$ cat config.mk
export PLATFORM = sky130hd
export DESIGN_NAME = srti_cell
export DESIGN_NICKNAME = d
export VERILOG_FILES = /design/src/rtl/assert_macros.svh /design/src/rtl/srti_pkg.sv /design/src/rtl/srti_cell.sv
export SDC_FILE = /design/constraint.sdc
export NUM_CORES = 1
export LEC_CHECK = 0
export BUFFER_PORTS_ARGS = -buffer_cell sky130_fd_sc_hd__buf_2
export CORE_AREA = 5 5 148 150
export DETAILED_ROUTE_END_ITERATION = 8
export DIE_AREA = 0 0 153 155
export PLACE_DENSITY_LB_ADDON = 0.2
export SYNTH_ARGS = -nofsm -noshare
export SYNTH_HDL_FRONTEND = slang
export SYNTH_SLANG_ARGS = --single-unit
$ cat constraint.sdc
create_clock -name clk -period 14 [get_ports clk]
set_input_delay 1.4 -clock clk [delete_from_list [all_inputs] [get_ports clk]]
set_output_delay 1.4 -clock clk [all_outputs]
set_load 0.005 [all_outputs]
$ cat src/rtl/assert_macros.svh
// Assertion helpers for the RTL.
`ifndef ASSERT_MACROS_SVH
`define ASSERT_MACROS_SVH

// Property that must hold at every clock edge outside reset.
`define SRTI_ASSERT(lbl, clk, rst_n, prop, msg) \
	lbl: assert property (@(posedge clk) disable iff (!rst_n) (prop)) else $error(msg);

// Antecedent in one cycle implies consequent in the next.
`define SRTI_ASSERT_NEXT(lbl, clk, rst_n, ante, cons, msg) \
	lbl: assert property (@(posedge clk) disable iff (!rst_n) (ante) |=> (cons)) \
		else $error(msg);

`endif

$ cat src/rtl/srti_pkg.sv
// ----------------------------------------------------------------------------
// srti_pkg: shared types and codes of the sorted region table
// Region record, per-cell control and outcome codes.
// ----------------------------------------------------------------------------
`timescale 1ns / 1ps

package srti_pkg;

	localparam int DEPTH_DEF = 64;
	localparam int FIELD_W   = 7;

	localparam logic [1:0] OUTCOME_INSERTED  = 2'd0;
	localparam logic [1:0] OUTCOME_DUPLICATE = 2'd1;
	localparam logic [1:0] OUTCOME_FULL      = 2'd2;

	typedef struct packed {
		logic [63:0] addr;
		logic [63:0] size;
	} region_t;

	typedef struct packed {
		logic cmp;    // capture compare flags against key
		logic ins;    // commit insert, shift if at or above slot
		logic valid;  // cell holds a live entry
	} srti_ctl_t;

endpackage

$ cat src/rtl/srti_cell.sv
// ----------------------------------------------------------------------------
// srti_cell: one entry of the sorted region row
// Compares its entry with the key, then keeps, loads or takes the left entry.
// ----------------------------------------------------------------------------
`timescale 1ns / 1ps

module srti_cell
	import srti_pkg::*;
(
	input  logic      clk,
	input  srti_ctl_t ctl,
	input  region_t   key,
	input  region_t   left_region,
	input  logic      left_below,
	output region_t   region,
	output logic      below,
	output logic      boundary,
	output logic      hit
);

	region_t entry_q;
	logic    below_s1;
	logic    eq_s1;
	logic    lt_now;

	assign lt_now = (entry_q.addr < key.addr) ||
		((entry_q.addr == key.addr) && (entry_q.size < key.size));

	always_ff @(posedge clk) begin
		if (ctl.cmp) begin
			below_s1 <= ctl.valid && lt_now;
			eq_s1    <= ctl.valid && (entry_q == key);
		end
		if (ctl.ins && !below_s1) begin
			entry_q <= left_below ? key : left_region;
		end
	end

	assign region   = entry_q;
	assign below    = below_s1;
	assign boundary = !below_s1 && left_below;
	assign hit      = boundary && eq_s1;

endmodule

==> results.toml <==
[outcome]
status = "completed"

[layout]
drive_gt1_frac = 0.4877
syn_to_final_growth_pct = 32.24
layout.nets = 1518
fin_util = 0.5573

[setup_path]
worstPathArrival_ns = 2.53
cp_slowest_stage_delay_ns = 0.59
worstRegToRegCells = 8
crit_path_top_delay_cell = "buf_4"
start_kind = "primary input"
worstPathRequired_ns = 12.60
worstReg2RegEnd = "below$_DFFE_PP_"
path_cells = "buf_4 > nor2b_1 > and2_1 > buf_2"
reg2reg_slack_ns = 11.24
end_kind = "output port"
critPathKind = "primary input to output port"
crit-reg2reg-launch = "region[62]$_DFFE_PP_"
path_max_fanout = 57

[power]
power_density_nw_per_um2 = 93.49
power_mw = 1.071
leakagePower_nw = 5.660
peakVddDrop_v = 0.00007452

[global_route]
overflow = 0
grt_max_degree = 74
grt_pass1_vias = 7484
track_usage = 0.2120
grt_first_pass_wirelength_um = 39450
antenna_found_initial = 5

[floorplanning]
ioPinCount = 392
dieArea_um2 = 23720
rows = 53
die_width_um = 153
die_h_um = 155
fp.coreArea_um2 = 20560
start_util = 0.4214

[clock_network]
cts_root_buf = "clkbuf_16"
clockBufferDepth = 2
ctsHoldBuffers = 0
post_cts_buffers = 0
numCtsBuffers = 17
clk_latency_ns = 0.42
cts.repair.resized = 0
cts_tree = "done"
htreeDepth = 4
cts.sinks = 130
path_clk_slew_ns = 0.06

[yosys]
synth.area.top_cells = "edfxtp_1 (45%), ha_1 (18%), mux2_2 (17%), inv_1 (5.7%), a21oi_1 (2.4%)"
async_flop_share = 0
syn-num-nets = 1119
ys_ff_latch = 130
ys_seq_area_frac = 0.4506
synth.distinct_cells = 38
syn_avg_cell_area_um2 = 11.87
synth_common_cells = "inv_1 (132), edfxtp_1 (130), ha_1 (128), mux2_2 (128), a21oi_1 (41)"
synth.cell_area_um2 = 8663
synth_warnings = 0
synth-main-ff-cell = "edfxtp_1"
yosys.area.top_type = "edfxtp_1"
synth-edff-count = 130
synth_cells = 730
synth.most_common_cell = "inv_1"
yosysTopAreaCellShare = 0.4506

[routing]
met1_length_um = 9804
wl_met3_um = 2333
vias = 6974
vias_per_cell = 4.915
drtPass1Iterations = 4
drcViolationCount = 0
antenna_left = 0
dr.first_iter.drc_count = 274
top_layer = "met5"
routedWlPerCell_um = 18.07
dr_wl_met2_um = 12860
routed_wl_um = 25640

[sta]
worst_hold_slack_ns = 0.9005
period_share = 0.2806
fin_tns_setup_ns = 0
worst_slack_ns = 10.07
slew_violations = 0
period_minus_slack_ns = 3.928
tightest_slew_ns = 1.004
rsz0062_at_grt = "false"
fin_skew_ns = 0.01319
finalSetupViolCount = 0
max_freq_mhz = 254.6
relSlewSlack = 0.3305
hold_viol = 0

[placement]
dpl_worst_slack_ns = 10.05
globalplace.congestion = 0.8465
hpwl_um = 20930
portBuffers = 391

[hold_path]
hold_end = "below$_DFFE_PP_"
holdPathStages = 4
hp-class = "flop to flop"
min_from = "region[63]$_DFFE_PP_"

[job]
maxCapViolCount = 0
[sequential cells by signal, summed over array words and instances (netlist names)]
| register | flops |
|---|---|
| region | 128 |
| eq_s1 | 1 |
| below | 1 |
[cell type report]
| cell class | instances | area (um2) |
|---|---|---|
| Clock buffer | 19 | 432.9 |
| Clock inverter | 11 | 68.82 |
| Tap cell | 275 | 344.1 |
| Sequential cell | 130 | 3904 |
| Fill cell | 1877 | 9101 |
| Multi-Input combinational cell | 454 | 4219 |
| Antenna cell | 4 | 10.01 |
| Inverter | 132 | 495.5 |
| Timing Repair Buffer | 394 | 1982 |
[logic make-up after synthesis]
kind of cell / count (synthesis) / synth area share
and+or+nand+nor: 99 / 0.06340
muxes: 128 / 0.1664
AOI/OAI and AO/OA: 99 / 0.07149
adders and majority gates: 128 / 0.1849
DFF: 130 / 0.4506
buffers and inverters: 146 / 0.06326
[per-layer routing]
layer / up-vias / GRT usage
met5: - / 0
met4: 4 / 0.07467
met3: 41 / 0.07900
met2: 278 / 0.3734
met1: 3164 / 0.2365
li1: 3487 / -
[stage by stage]
stage               cells  area, um2
global placement     1385      10940
finish               1419      11460
global route         1418      11450
CTS                  1415      11450
floorplan             730       8663
detailed placement   1385      10940
[how the worst max path moves through the flow]
stage	start	endpoint	slack, ns	cells after the start
after floorplan	ctl[1]	region[0]$_DFFE_PP_	6.42	1
after global placement	left_below	hit	10.0	4
after detailed placement	left_below	hit	10.05	4
after CTS	left_below	hit	10.04	4
after global routing	left_below	hit	9.97	4
final	left_below	hit	10.07	4
[report_power, final]
| part | internal [mW] | leakage, nW | total, mW | switching [mW] |
|---|---|---|---|---|
| Combinational | 0.105 | 4.20 | 0.206 | 0.101 |
| Clock | 0.222 | 0.232 | 0.391 | 0.169 |
| Sequential | 0.461 | 1.23 | 0.474 | 0.0130 |
[layout by cell type (no fill, tap or decap), drive strengths merged, types with 2 or more instances in the layout]
| cell type | netlist | routed |
|---|---|---|
| ha | 128 | 128 |
| a221oi | 4 | 4 |
| or4 | 2 | 2 |
| nand4 | 25 | 25 |
| a21oi | 41 | 41 |
| and4 | 2 | 2 |
| nor2b | 7 | 7 |
| nor2 | 8 | 8 |
| nand2 | 26 | 26 |
| and2 | 2 | 2 |
| edfxtp | 130 | 130 |
| o2111ai | 2 | 2 |
| clkinv | 0 | 6 |
| clkinvlp | 0 | 5 |
| clkbuf | 13 | 19 |
| nor4 | 3 | 3 |
| o21ai | 15 | 15 |
| nand3 | 12 | 12 |
| mux2 | 128 | 128 |
| buf | 1 | 394 |
| nor3 | 8 | 8 |
| a211oi | 7 | 7 |
| o211ai | 4 | 4 |
| diode | 0 | 4 |
| a21o | 19 | 19 |
| inv | 132 | 132 |
| or3 | 2 | 2 |
[critical path: cells and delay by family]
family | cells | cell delay [ns]
and+or+nand+nor | 2 | 0.41
buffers and inverters | 2 | 0.70
Power figures use the tool's default switching activity.
